File: src/rtl/sfp16_pkg.sv
// Package for the SFP16 adder: encoding type, special values and widths.
// Used by the interfaces, the add core and the top level.
package sfp16_pkg;

  typedef logic [15:0] sfp16_t;

  localparam sfp16_t SFP_PINF = 16'h7F00;
  localparam sfp16_t SFP_NINF = 16'hFF00;
  localparam sfp16_t SFP_NAN  = 16'hFF01;

  localparam int unsigned EXP_W  = 7;
  localparam int unsigned FRAC_W = 8;
  localparam logic [EXP_W-1:0] EXP_MAX = 7'h7F;

  localparam int unsigned MAX_ALIGN = 11;

endpackage

File: src/rtl/sfp16_in_if.sv
// Operand channel of the SFP16 adder: valid/ready and one operand pair per beat.
// Depends on sfp16_pkg.
interface sfp16_in_if import sfp16_pkg::*; ();
  logic   valid;
  logic   ready;
  sfp16_t operand_a;
  sfp16_t operand_b;

  modport source (output valid, output operand_a, output operand_b, input ready);
  modport sink (input valid, input operand_a, input operand_b, output ready);
endinterface

File: src/rtl/sfp16_out_if.sv
// Result channel of the SFP16 adder: valid/ready and one sum per beat.
// Depends on sfp16_pkg.
interface sfp16_out_if import sfp16_pkg::*; ();
  logic   valid;
  logic   ready;
  sfp16_t sum;

  modport source (output valid, output sum, input ready);
  modport sink (input valid, input sum, output ready);
endinterface

File: src/rtl/sfp16_add_core.sv
// Combinational SFP16 add: specials, alignment with guard/round/sticky,
// add or subtract, normalize, round to nearest even. Depends on sfp16_pkg.
module sfp16_add_core import sfp16_pkg::*; (
  input  sfp16_t a,
  input  sfp16_t b,
  output sfp16_t sum
);

  logic               a_nan, b_nan, a_zero, b_zero, swap;
  sfp16_t             x, y;
  logic [EXP_W-1:0]   ex_x, ex_y, d;
  logic [3:0]         dsh;
  logic [8:0]         mx, my, mya;
  logic [19:0]        yw;
  logic               g, r, st, same, cancel;
  logic [12:0]        op_a, op_b, comb;
  logic [11:0]        norm;
  logic [3:0]         lz;
  logic [8:0]         mant;
  logic               rnd, stk, up;
  logic [9:0]         mant_up;
  logic [8:0]         mant_r;
  logic signed [8:0]  e_n, sh;
  logic [8:0]         sub_m;

  always_comb begin
    a_nan  = (a[14:8] == EXP_MAX) && (a[7:0] != '0);
    b_nan  = (b[14:8] == EXP_MAX) && (b[7:0] != '0);
    a_zero = (a[14:0] == '0);
    b_zero = (b[14:0] == '0);
    swap   = b[14:0] > a[14:0];
    x      = swap ? b : a;
    y      = swap ? a : b;
    ex_x   = (x[14:8] == '0) ? 7'd1 : x[14:8];
    ex_y   = (y[14:8] == '0) ? 7'd1 : y[14:8];
    mx     = {x[14:8] != '0, x[7:0]};
    my     = {y[14:8] != '0, y[7:0]};
    d      = ex_x - ex_y;
    dsh    = (d > 7'(MAX_ALIGN)) ? 4'(MAX_ALIGN) : d[3:0];
    yw     = {my, 11'b0} >> dsh;
    mya    = yw[19:11];
    g      = yw[10];
    r      = yw[9];
    st     = |yw[8:0];
    same   = x[15] == y[15];
    cancel = (ex_x == ex_y) && (mx == my) && !same;
    op_a   = {1'b0, mx, 3'b000};
    op_b   = {1'b0, mya, g, r, st};
    comb   = same ? (op_a + op_b) : (op_a - op_b);

    lz = '0;
    for (int i = 0; i < 12; i++) begin
      if (comb[i]) lz = 4'(11 - i);
    end
    norm = comb[11:0] << lz;

    if (comb[12]) begin
      mant = comb[12:4];
      rnd  = comb[3];
      stk  = |comb[2:0];
    end else begin
      mant = norm[11:3];
      rnd  = norm[2];
      stk  = norm[1] | norm[0];
    end
    up      = rnd && (stk || mant[0]);
    mant_up = {1'b0, mant} + {9'b0, up};
    mant_r  = mant_up[9] ? mant_up[9:1] : mant_up[8:0];

    e_n = $signed({2'b00, ex_x}) + $signed({8'b0, comb[12]})
        - (comb[12] ? 9'sd0 : $signed({5'b0, lz})) + $signed({8'b0, mant_up[9]});
    sh    = 9'sd1 - e_n;
    sub_m = (sh > 9'sd15) ? 9'd0 : (mant_r >> sh[3:0]);

    priority if (a_nan || b_nan) begin
      sum = SFP_NAN;
    end else if (a == SFP_PINF) begin
      sum = (b == SFP_NINF) ? SFP_NAN : SFP_PINF;
    end else if (a == SFP_NINF) begin
      sum = (b == SFP_PINF) ? SFP_NAN : SFP_NINF;
    end else if (b == SFP_PINF || b == SFP_NINF) begin
      sum = b;
    end else if (a_zero && b_zero) begin
      sum = {a[15] & b[15], 15'b0};
    end else if (a_zero) begin
      sum = b;
    end else if (cancel || comb == '0) begin
      sum = '0;
    end else if (e_n >= 9'sd127) begin
      sum = x[15] ? SFP_NINF : SFP_PINF;
    end else if (e_n <= 9'sd0) begin
      sum = {x[15], 7'b0, sub_m[7:0]};
    end else begin
      sum = {x[15], e_n[6:0], mant_r[7:0]};
    end
  end

endmodule

File: src/rtl/sfp16_float_adder.sv
// Top level of the SFP16 adder: operand register, add core, result register.
// Depends on sfp16_pkg, sfp16_in_if, sfp16_out_if and sfp16_add_core.
//
// Usage:
//   in_ch  carries one operand pair (operand_a, operand_b) per beat.
//   out_ch carries one rounded sum per beat, NaN always as 0xFF01.
//   A beat moves when valid and ready are both high at a rising edge.
// Throughput: one beat per cycle unless out_ch stalls; the operand register feeds
//   the add core, whose single pass ends in the result register.
// Reset: rst_n low at a clock edge empties both registers; beats held in them
//   are dropped and none is shown afterward.
// Stall: while out_ch.ready is low and a sum waits, the result register
//   holds; the operand register still takes one more beat, then in_ch.ready
//   drops until the receiver takes the waiting sum.
module sfp16_float_adder import sfp16_pkg::*; (
  input  logic       clk,
  input  logic       rst_n,
  sfp16_in_if.sink   in_ch,
  sfp16_out_if.source out_ch
);

  logic   s1_valid_r, out_valid_r, advance;
  sfp16_t s1_a_r, s1_b_r, out_sum_r, core_sum;

  sfp16_add_core u_core (
    .a   (s1_a_r),
    .b   (s1_b_r),
    .sum (core_sum)
  );

  assign advance       = !out_valid_r || out_ch.ready;
  assign in_ch.ready   = !s1_valid_r || advance;
  assign out_ch.valid  = out_valid_r;
  assign out_ch.sum    = out_sum_r;

  always_ff @(posedge clk) begin
    if (!rst_n) begin
      s1_valid_r  <= 1'b0;
      out_valid_r <= 1'b0;
    end else begin
      if (in_ch.ready) s1_valid_r <= in_ch.valid;
      if (advance) out_valid_r <= s1_valid_r;
    end
  end

  always_ff @(posedge clk) begin
    if (in_ch.ready && in_ch.valid) begin
      s1_a_r <= in_ch.operand_a;
      s1_b_r <= in_ch.operand_b;
    end
    if (advance && s1_valid_r) out_sum_r <= core_sum;
  end

  a_reset_empty: assert property (@(posedge clk) !rst_n |=> !s1_valid_r && !out_valid_r)
    else $error("pipeline not empty after reset");

  a_advance_fills: assert property (@(posedge clk) disable iff (!rst_n)
    s1_valid_r && advance |=> out_valid_r)
    else $error("operand beat lost on advance");

  a_nan_out: assert property (@(posedge clk) disable iff (!rst_n)
    s1_valid_r && advance && s1_a_r[14:8] == EXP_MAX && s1_a_r[7:0] != '0
    |=> out_sum_r == SFP_NAN)
    else $error("NaN operand not propagated");

  a_stall_hold: assert property (@(posedge clk) disable iff (!rst_n)
    s1_valid_r && !advance |=> s1_valid_r && $stable(s1_a_r) && $stable(s1_b_r))
    else $error("operand register changed during stall");

endmodule

File: src/flat_wrapper.sv
// flat-port wrapper written by rule: the top's interface ports become plain ports
module sfp16_float_adder_flat import sfp16_pkg::*;
  (clk, rst_n, in_ch_valid, in_ch_operand_a, in_ch_operand_b, in_ch_ready, out_ch_valid, out_ch_sum, out_ch_ready);
  sfp16_in_if in_ch_i ();
  sfp16_out_if out_ch_i ();
  input  logic clk;
  input  logic rst_n;
  input wire logic [$bits(in_ch_i.valid)-1:0] in_ch_valid;
  input wire logic [$bits(in_ch_i.operand_a)-1:0] in_ch_operand_a;
  input wire logic [$bits(in_ch_i.operand_b)-1:0] in_ch_operand_b;
  output wire logic [$bits(in_ch_i.ready)-1:0] in_ch_ready;
  output wire logic [$bits(out_ch_i.valid)-1:0] out_ch_valid;
  output wire logic [$bits(out_ch_i.sum)-1:0] out_ch_sum;
  input wire logic [$bits(out_ch_i.ready)-1:0] out_ch_ready;
  assign in_ch_i.valid = in_ch_valid;
  assign in_ch_i.operand_a = in_ch_operand_a;
  assign in_ch_i.operand_b = in_ch_operand_b;
  assign in_ch_ready = in_ch_i.ready;
  assign out_ch_valid = out_ch_i.valid;
  assign out_ch_sum = out_ch_i.sum;
  assign out_ch_i.ready = out_ch_ready;
  sfp16_float_adder u_core (.clk(clk), .rst_n(rst_n), .in_ch(in_ch_i), .out_ch(out_ch_i));
endmodule
File: config.mk
export PLATFORM = sky130hd
export DESIGN_NAME = sfp16_float_adder_flat
export DESIGN_NICKNAME = d
export VERILOG_FILES = /design/src/rtl/sfp16_pkg.sv /design/src/rtl/sfp16_in_if.sv /design/src/rtl/sfp16_out_if.sv /design/src/rtl/sfp16_add_core.sv /design/src/rtl/sfp16_float_adder.sv /design/src/flat_wrapper.sv
export SDC_FILE = /design/constraint.sdc
export NUM_CORES = 1
export LEC_CHECK = 0
export ABC_AREA = 1
export BUFFER_PORTS_ARGS = -buffer_cell sky130_fd_sc_hd__buf_2
export CORE_ASPECT_RATIO = 0.5
export CORE_UTILIZATION = 31
export DETAILED_ROUTE_END_ITERATION = 12
export GPL_TIMING_DRIVEN = 0
export SYNTH_ARGS = -nofsm -noshare
export SYNTH_HDL_FRONTEND = slang
export SYNTH_HIERARCHICAL = 1
export SYNTH_SLANG_ARGS = --single-unit
export TNS_END_PERCENT = 50
File: constraint.sdc
create_clock -name clk -period 33.1 [get_ports clk]
set_input_delay 1.655 -clock clk [delete_from_list [all_inputs] [get_ports clk]]
set_output_delay 1.655 -clock clk [all_outputs]
set_load 0.005 [all_outputs]
==> out/qor.yml, run 1 <==
hp-class: "reg -> reg"
rsz0062_at_grt: "no"
cts_tree: "done"
place_congestion: 0.952
fin_setup_tns_ns: 0
die_area_sq_um: 22400
grt_pass1_wl_um: 31100
cellPowerDensity_nw_per_um2: 73.2
wl_per_cell_um: 13.5
clock_sinks: 50
grt_max_degree: 33
slew_violations: 0
cts_hold_buf: 0
whs_ns: 0.504
io_buffers: 53
yosysWarningCount: 6
worst_setup_path_end_kind: "flip-flop"
drt_iter0_drc: 648
fmax_mhz: 74.1
synth-async-reset-ratio: 0
cp_top_family: "simple AND/OR/NAND/NOR gates"
cts_setup_buffers: 0
diodes: 0
synth_area_sq_um: 6740
synth-seq-cells: 50
antenna_found_initial: 0
io_pins: 54
synth_seq_area_share: 0.220
synth_cell_types: 55
hold_viol: 0
dp_hpwl_um: 15700
htreeDepth: 2
antenna_left: 0
syn2layout_area_growth_pct: 11.8
fin_util: 0.360
critPathMaxFanout: 11
clk_latency_ns: 0.28
cts_root_buf: "clkbuf_16"
p_leak_nw: 3.71
vias_per_cell: 5.03
vdd_drop_max_mv: 0.0382
crit_type: "reg -> reg"
tightest_slew_ns: 1.11
cts_resized: 0
nets: 1203
crit_path_top_delay_cell: "fa_1"
min_period_ns: 13.50
drc: 0
cts_made_buffers: 5
place_inst: 1392
synthFlopType: "edfxtp_1"
cp.buffers_inverters: 14
die-width_um: 211
clk_pin_slew_ns: 0.07
grt_overflow: 0
power_mw: 0.552
start_util: 0.322
coreArea_sq_um: 20900
slowest_delay_ns: 0.61
synth_cells: 1047
clk_path_buf_depth: 2
grt_pass1_vias: 6303
fin_area_sq_um: 7540
critPathArrivalTime_ns: 13.66
outcome: "completed"
drive_gt1_frac: 0.125
critPathMostFrequentCell: "nand2_1"
setup_ws_ns: 19.60
cap_violations: 0
start_kind: "flip-flop"
synth_edf_count: 48
critPathRequiredTime_ns: 33.26
period_share: 0.408
instances_no_fill: 1400
fin_skew_ns: 0.00471
finalSetupViolCount: 0
fp-row-count: 37
synth_area_per_cell_sq_um: 6.44
fp.dieH_um: 106
grt_util_all_layers: 0.169
firstDrtPassIters: 5
dpl-instance-area_sq_um: 7370
dp_slack_ns: 19.89
vias: 7044
routed_wl_um: 18800
syn_nets: 1143
relSlewSlack: 0.261
==> power breakdown <==
group / internal, mW / total [mW] / leakage, nW / switching (mW)
clock: 0.0323 / 0.0537 / 0.0801 / 0.0214
sequential: 0.0816 / 0.0854 / 0.479 / 0.00380
combinational: 0.137 / 0.413 / 3.15 / 0.275
==> registers in the layout, indices dropped and copies added, names as in the netlist <==
signal / cells
u_core/out_ch.sum: 16
u_core/out_ch.valid: 1
u_core/s1_a_r: 16
u_core/s1_b_r: 16
u_core/s1_valid_r: 1
==> cells in the final DEF, fill, tap and decap left out, types with 4 or more instances in the layout <==
cell	n
nor2_2	5
clkbuf_1	11
o21bai_1	5
nand3_1	134
inv_1	144
a31oi_1	5
nand2_2	15
nand2_1	300
inv_2	11
o21ai_1	17
nor3_1	9
buf_2	56
nor4_1	9
clkinv_1	4
o22ai_1	4
o2111ai_1	4
fa_1	4
nand4_1	15
edfxtp_1	48
o21ai_0	47
a21oi_1	48
o211ai_1	10
xor2_1	9
a21oi_2	4
ha_1	56
o21ai_2	7
nor2_1	59
nand2_4	4
nand3_2	6
clkbuf_16	5
==> routing by layer <==
layer | track usage | vias to the layer above | share of wire | wire [um]
li1 | - | 3599 | - | -
met1 | 0.256 | 3190 | 0.52 | 9740
met4 | 0.0228 | 0 | 0.0087 | 164
met3 | 0.0133 | 15 | 0.055 | 1050
met2 | 0.266 | 240 | 0.42 | 7890
met5 | 0 | - | 0 | 0
==> synth_stat cells, types with 11 or more instances <==
cell / instances / area share
nand3_1: 134 / 0.099
nor2_1: 59 / 0.033
nand2_1: 300 / 0.17
inv_1: 144 / 0.080
nand4_1: 15 / 0.014
o21ai_0: 47 / 0.035
o21ai_1: 17 / 0.013
ha_1: 56 / 0.10
edfxtp_1: 48 / 0.21
clkbuf_1: 11 / 0.0061
a21oi_1: 49 / 0.036
inv_2: 11 / 0.0061
nand2_2: 15 / 0.014
==> area by class of cell <==
class / count / area, sq um
clock inverters: 1 / 8.76
fillers: 2301 / 13400
repair buffers: 53 / 265
plain buffers: 22 / 135
clock buffers: 7 / 153
inverters: 161 / 607
well taps: 292 / 365
multi-input cells: 814 / 4520
flip-flops and latches: 50 / 1480
==> worst register-to-register path, delay by kind of cell, from the launching register on <==
family          cells  cell delay [ns]
simple gates       34             4.27
flops               1             0.45
compound gates     14             2.95
buf+inv            14             2.07
xor+xnor            2             0.54
fa+ha+maj           8             3.11
==> worst paths after layout <==
check / startpoint / to / slack, ns / cells after the start
hold reg to reg: u_core/s1_valid_r$_SDFFE_PN0P_ / u_core/s1_valid_r$_SDFFE_PN0P_ / 0.50 / 2
hold / removal: u_core/s1_valid_r$_SDFFE_PN0P_ / u_core/s1_valid_r$_SDFFE_PN0P_ / 0.50 / 2
setup / recovery: u_core/s1_a_r[14]$_DFFE_PP_ / u_core/out_ch.sum[7]$_DFFE_PP_ / 19.60 / 72
setup reg to reg: u_core/s1_a_r[14]$_DFFE_PP_ / u_core/out_ch.sum[7]$_DFFE_PP_ / 19.60 / 72
==> logic make-up (layout without fill, tap and decap cells) <==
group / after synthesis / after routing / synth area share
fa+ha+maj: 60 / 60 / 0.116
xor+xnor: 16 / 16 / 0.0269
buf+inv: 183 / 244 / 0.110
compound gates: 165 / 165 / 0.144
flops: 50 / 50 / 0.220
simple gates: 573 / 573 / 0.384
Power figures use the tool's default switching activity.
==> run 2: changes to the inputs <==
Clock period 33.1 ns to 13.6 ns, I/O delays scaled along.
==> out/qor.yml, run 2 (synthesized netlist as in run 1, its figures left out) <==
tightest_slew_ns: 1.11  # +0.00350 ns
mostFrequentLayoutCells: "nand2_1, inv_1, nand3_1"
period_share: 0.920  # +0.512
clock_sinks: 50  # unchanged
cap_violations: 0  # unchanged
outcome: "completed"
crit_path_top_delay_cell: "fa_2"
fp-row-count: 37  # unchanged
fin_util: 0.362  # +0.00150
vdd_drop_max_mv: 0.0866  # +130%
coreArea_sq_um: 20900  # unchanged
cp.buffers_inverters: 15  # +1
vias: 7009  # -0.50%
layout.area.seq_sq_um: 1480  # unchanged
cp_top_family: "simple AND/OR/NAND/NOR gates"
cellPowerDensity_nw_per_um2: 179  # +140%
cp.depth: 72  # unchanged
finalSetupViolCount: 0  # unchanged
p_leak_nw: 3.72  # +0.21%
grt_overflow: 0  # unchanged
critPathMostFrequentCell: "nand2_1"
cts_tree: "done"
relSlewSlack: 0.259  # -0.00234
hp-class: "reg -> reg"
fp.dieH_um: 106  # unchanged
diodes: 0  # unchanged
clk_latency_ns: 0.28  # about the same
cts_root_buf: "clkbuf_16"
fin_setup_tns_ns: 0  # unchanged
dp_hpwl_um: 15700  # unchanged
htreeDepth: 2  # unchanged
syn2layout_area_growth_pct: 12.3
rsz0062_at_grt: "no"
grt_pass1_vias: 6303  # unchanged
clk_path_buf_depth: 2  # unchanged
fmax_mhz: 79.9  # +7.9%
grt_max_degree: 33  # unchanged
firstDrtPassIters: 5  # unchanged
start_kind: "flip-flop"
cts_made_buffers: 5  # unchanged
drt_iter0_drc: 632  # -2.5%
grt_pass1_wl_um: 31100  # unchanged
fin_skew_ns: 0.00487  # +0.000159 ns
nets: 1203  # unchanged
start_util: 0.322  # unchanged
reg2reg_slack_ns: 1.09  # -18.51 ns
multi_input_area_sq_um: 4540  # +0.47%
drc: 0  # unchanged
clk_pin_slew_ns: 0.07  # about the same
hold_viol: 0  # unchanged
place_congestion: 0.952  # unchanged
drive_gt1_frac: 0.132  # +0.00632
antenna_left: 0  # unchanged
routed_wl_um: 18800  # -0.40%
wl_per_cell_um: 13.4  # -0.40%
io_pins: 54  # unchanged
io_buffers: 53  # unchanged
vias_per_cell: 5.01  # -0.50%
min_period_ns: 12.51  # -0.989 ns
final_common_cell: "nand2_1"
critPathMaxFanout: 10  # -1
whs_ns: 0.504  # -0.0000110 ns
r2r_cells: 72  # unchanged
critPathArrivalTime_ns: 12.67  # -0.99 ns
die-width_um: 211  # unchanged
r2r-start: "u_core/s1_a_r[14]$_DFFE_PP_"
die_area_sq_um: 22400  # unchanged
antenna_found_initial: 0  # unchanged
grt_util_all_layers: 0.169  # unchanged
worstReg2RegEnd: "u_core/out_ch.sum[7]$_DFFE_PP_"
n_fill_cell: 2299  # -0.087%
slew_violations: 0  # unchanged
worst_setup_path_end_kind: "flip-flop"
crit_type: "reg -> reg"
slowest_delay_ns: 0.63  # +0.02 ns
crit_start: "u_core/s1_a_r[14]$_DFFE_PP_"
critPathRequiredTime_ns: 13.76  # -19.50 ns
endpoint: "u_core/out_ch.sum[7]$_DFFE_PP_"
[run 2: cell types whose count changed in the layout (fill, tap and decap cells not counted), sizes merged]
cell,before,now
buf,63,64
clkinvlp,0,1
clkbuf,19,18
clkinv,7,6
[run 2: worst min path at each step]
stage                     slack (ns)                          endpoint  cells after the start                            from
after global routing            0.52    u_core/s1_valid_r$_SDFFE_PN0P_                      2  u_core/s1_valid_r$_SDFFE_PN0P_
after floorplan                 0.46  u_core/out_ch.valid$_SDFFE_PN0P_                      2  u_core/s1_valid_r$_SDFFE_PN0P_
after CTS                       0.49  u_core/out_ch.valid$_SDFFE_PN0P_                      2  u_core/s1_valid_r$_SDFFE_PN0P_
after detailed placement        0.48  u_core/out_ch.valid$_SDFFE_PN0P_                      2  u_core/s1_valid_r$_SDFFE_PN0P_
after global placement          0.47  u_core/out_ch.valid$_SDFFE_PN0P_                      2  u_core/s1_valid_r$_SDFFE_PN0P_
final                           0.50    u_core/s1_valid_r$_SDFFE_PN0P_                      2  u_core/s1_valid_r$_SDFFE_PN0P_
[run 2: per-layer routing]
| metal | part of all wire | GRT usage | vias to the layer above |
|---|---|---|---|
| met4 | 0.0082 | 0.0228 | 0 |
| met3 | 0.052 | 0.0133 | 13 |
| met5 | 0 | 0 | - |
| met2 | 0.42 | 0.266 | 230 |
| li1 | - | - | 3603 |
| met1 | 0.52 | 0.256 | 3163 |
[run 2: worst reg2reg max path: cells and delay by family (launching register included)]
family / cells / cell delay (ns)
AO/OA/AOI/OAI: 14 / 2.37
XOR/XNOR: 2 / 0.47
adder cells (fa/ha/maj): 8 / 3.11
buffers and inverters: 15 / 1.87
flip-flops: 1 / 0.45
AND/OR/NAND/NOR: 33 / 4.12
[run 2: stage by stage]
step / worst slack [ns] / total power [mW] / instances / area (sq um)
after global placement: 0.400 / 1.19 / 1392 / 7370
after detailed placement: 0.393 / 1.19 / 1392 / 7370
after CTS: 0.315 / 1.33 / 1400 / 7530
after global routing: 0.00208 / 1.50 / 1400 / 7570
after floorplan: 2.69 / 0.971 / 1047 / 6740
final: 1.09 / 1.35 / 1400 / 7570
[run 2: where the power goes]
| group | switching, mW | internal (mW) |
|---|---|---|
| Clock | 0.0523 | 0.0785 |
| Sequential | 0.00925 | 0.199 |
| Combinational | 0.670 | 0.343 |
| Total | 0.732 | 0.621 |
[run 2: final cells by class]
type / count / share of cell area
timing repair buffer: 54 / 0.0360
inverter: 161 / 0.0807
sequential: 50 / 0.196
buffer: 21 / 0.0177
clock buffer: 7 / 0.0202
multi-input combinational: 814 / 0.600
tap: 292 / 0.0483
clock inverter: 1 / 0.00116
[run 2: timing repair]
item | CTS | global route
endpoints found under the setup margin | 0 | 10
hold buffers | 0 | 0
resized for setup | 0 | 12
endpoints found under the hold margin | 0 | 0
buffers inserted | 0 | 1
==> run 3: changes to the inputs <==
Settings changed: RECOVER_POWER set to 50.
==> out/qor.yml, run 3 (synthesized netlist as in run 1, its figures left out) <==
outcome: "completed"
nets: 1203  # unchanged
r2r-start: "u_core/s1_a_r[14]$_DFFE_PP_"
min_from: "u_core/s1_valid_r$_SDFFE_PN0P_"
diodes: 0  # unchanged
rsz0062_at_grt: "no"
hp-class: "reg -> reg"
tightest_slew_ns: 1.48  # +0.367 ns
die-width_um: 211  # unchanged
finalSetupViolCount: 0  # unchanged
antenna_left: 0  # unchanged
routed_wl_um: 18800  # +0.20%
vdd_drop_max_mv: 0.0865  # about the same
cellPowerDensity_nw_per_um2: 179  # +0.17%
critPathArrivalTime_ns: 12.63  # -0.04 ns
cts_hold_buf: 0  # unchanged
critPathRequiredTime_ns: 13.76  # about the same
worst_setup_path_end_kind: "flip-flop"
grt_util_all_layers: 0.169  # unchanged
io_buffers: 53  # unchanged
hold_viol: 0  # unchanged
grt_overflow: 0  # unchanged
grtUsageMet2: 0.266  # unchanged
final_common_cell: "nand2_1"
n_fill_cell: 2305  # +0.26%
dp_hpwl_um: 15700  # unchanged
fp-row-count: 37  # unchanged
drive_gt1_frac: 0.120  # -0.0117
clk_latency_ns: 0.28  # about the same
grt_pass1_wl_um: 31100  # unchanged
fmax_mhz: 80.1  # +0.28%
setup_ws_ns: 1.12  # +0.0344 ns
die_area_sq_um: 22400  # unchanged
dp_slack_ns: 0.393  # unchanged
relSlewSlack: 0.0147  # -0.244
fin_util: 0.361  # -0.00108
cap_violations: 0  # unchanged
io_pins: 54  # unchanged
firstDrtPassIters: 5  # unchanged
grt_max_degree: 33  # unchanged
period_share: 0.917  # -0.00253
busiest_layer: "met2"
start_util: 0.322  # unchanged
crit_type: "reg -> reg"
cts_root_buf: "clkbuf_16"
gr-usage-met1: 0.256  # unchanged
vias_per_cell: 5.00  # about the same
crit_start: "u_core/s1_a_r[14]$_DFFE_PP_"
cts_made_buffers: 5  # unchanged
critPathMaxFanout: 10  # unchanged
p_leak_nw: 3.69  # -0.85%
mostFrequentLayoutCells: "nand2_1, inv_1, nand3_1"
clock_sinks: 50  # unchanged
met3_usage: 0.0133  # unchanged
slew_violations: 0  # unchanged
place_congestion: 0.952  # unchanged
slowest_delay_ns: 0.63  # about the same
vias: 7003  # -0.086%
cts_tree: "done"
min_period_ns: 12.48  # -0.0344 ns
antenna_found_initial: 0  # unchanged
critPathMostFrequentCell: "nand2_1"
clk_path_buf_depth: 2  # unchanged
htreeDepth: 2  # unchanged
fin_setup_tns_ns: 0  # unchanged
wl_per_cell_um: 13.4  # +0.20%
clk_pin_slew_ns: 0.07  # about the same
start_kind: "flip-flop"
syn2layout_area_growth_pct: 11.9
fp.dieH_um: 106  # unchanged
drc: 0  # unchanged
coreArea_sq_um: 20900  # unchanged
grt_pass1_vias: 6303  # unchanged
drt_iter0_drc: 674  # +6.6%
fin_skew_ns: 0.00461  # -0.000257 ns
crit_path_top_delay_cell: "fa_2"
run 3: cell types whose count changed in the layout (fill, tap and decap cells not counted), sizes merged:
| cell | delta |
|---|---|
| clkbuf | +11 |
| buf | -11 |
run 3: power by group:
part	leakage (nW)	switching [mW]	internal (mW)
clock	0.0801	0.0523	0.0785
sequential	0.479	0.00934	0.199
combinational	3.13	0.670	0.342
total	3.69	0.732	0.619
run 3: per-stage QoR:
step	area, sq um	hold WS [ns]	total power, mW	instances
detailed placement	7370	0.479	1.19	1392
global route	7550	0.494	1.50	1400
global placement	7370	0.466	1.19	1392
CTS	7530	0.489	1.33	1400
floorplan	6740	0.461	0.971	1047
finish	7550	0.472	1.35	1400
run 3: area by class of cell:
class | count | area, sq um | area share
Clock inverter | 1 | 8.76 | 0.00116
Inverter | 161 | 611 | 0.0809
Clock buffer | 7 | 153 | 0.0202
Timing Repair Buffer | 54 | 259 | 0.0343
Multi-Input combinational cell | 814 | 4530 | 0.601
Sequential cell | 50 | 1480 | 0.196
Buffer | 21 | 134 | 0.0177
Tap cell | 292 | 365 | 0.0484
run 3: repair_timing:
action / 4_1_cts / 5_1_grt
hold endpoints to repair: 0 / 0
setup endpoints to repair: 0 / 10
gates resized for setup: 0 / 12
buffers inserted: 0 / 1
run 3: final timing paths:
kind              slack, ns  cells past startpoint                               end
setup / recovery       1.12                     72    u_core/out_ch.sum[7]$_DFFE_PP_
hold / removal         0.47                      2  u_core/out_ch.valid$_SDFFE_PN0P_
setup reg to reg       1.12                     72    u_core/out_ch.sum[7]$_DFFE_PP_
hold reg to reg        0.47                      2  u_core/out_ch.valid$_SDFFE_PN0P_
run 3: per-layer routing:
metal,share of wire,vias to the layer above
met1,0.52,3177
met4,0.0061,0
met2,0.42,219
li1,-,3601
met5,0,-
met3,0.054,6
run 3: worst max-delay path: cells and delay by family, from the launching register on:
kind,cells,cell delay [ns]
adders and majority gates,8,3.11
AOI/OAI and AO/OA,14,2.36
and+or+nand+nor,33,4.07
DFF,1,0.45
xor gates and xnor gates,2,0.46
buffers and inverters,15,1.87
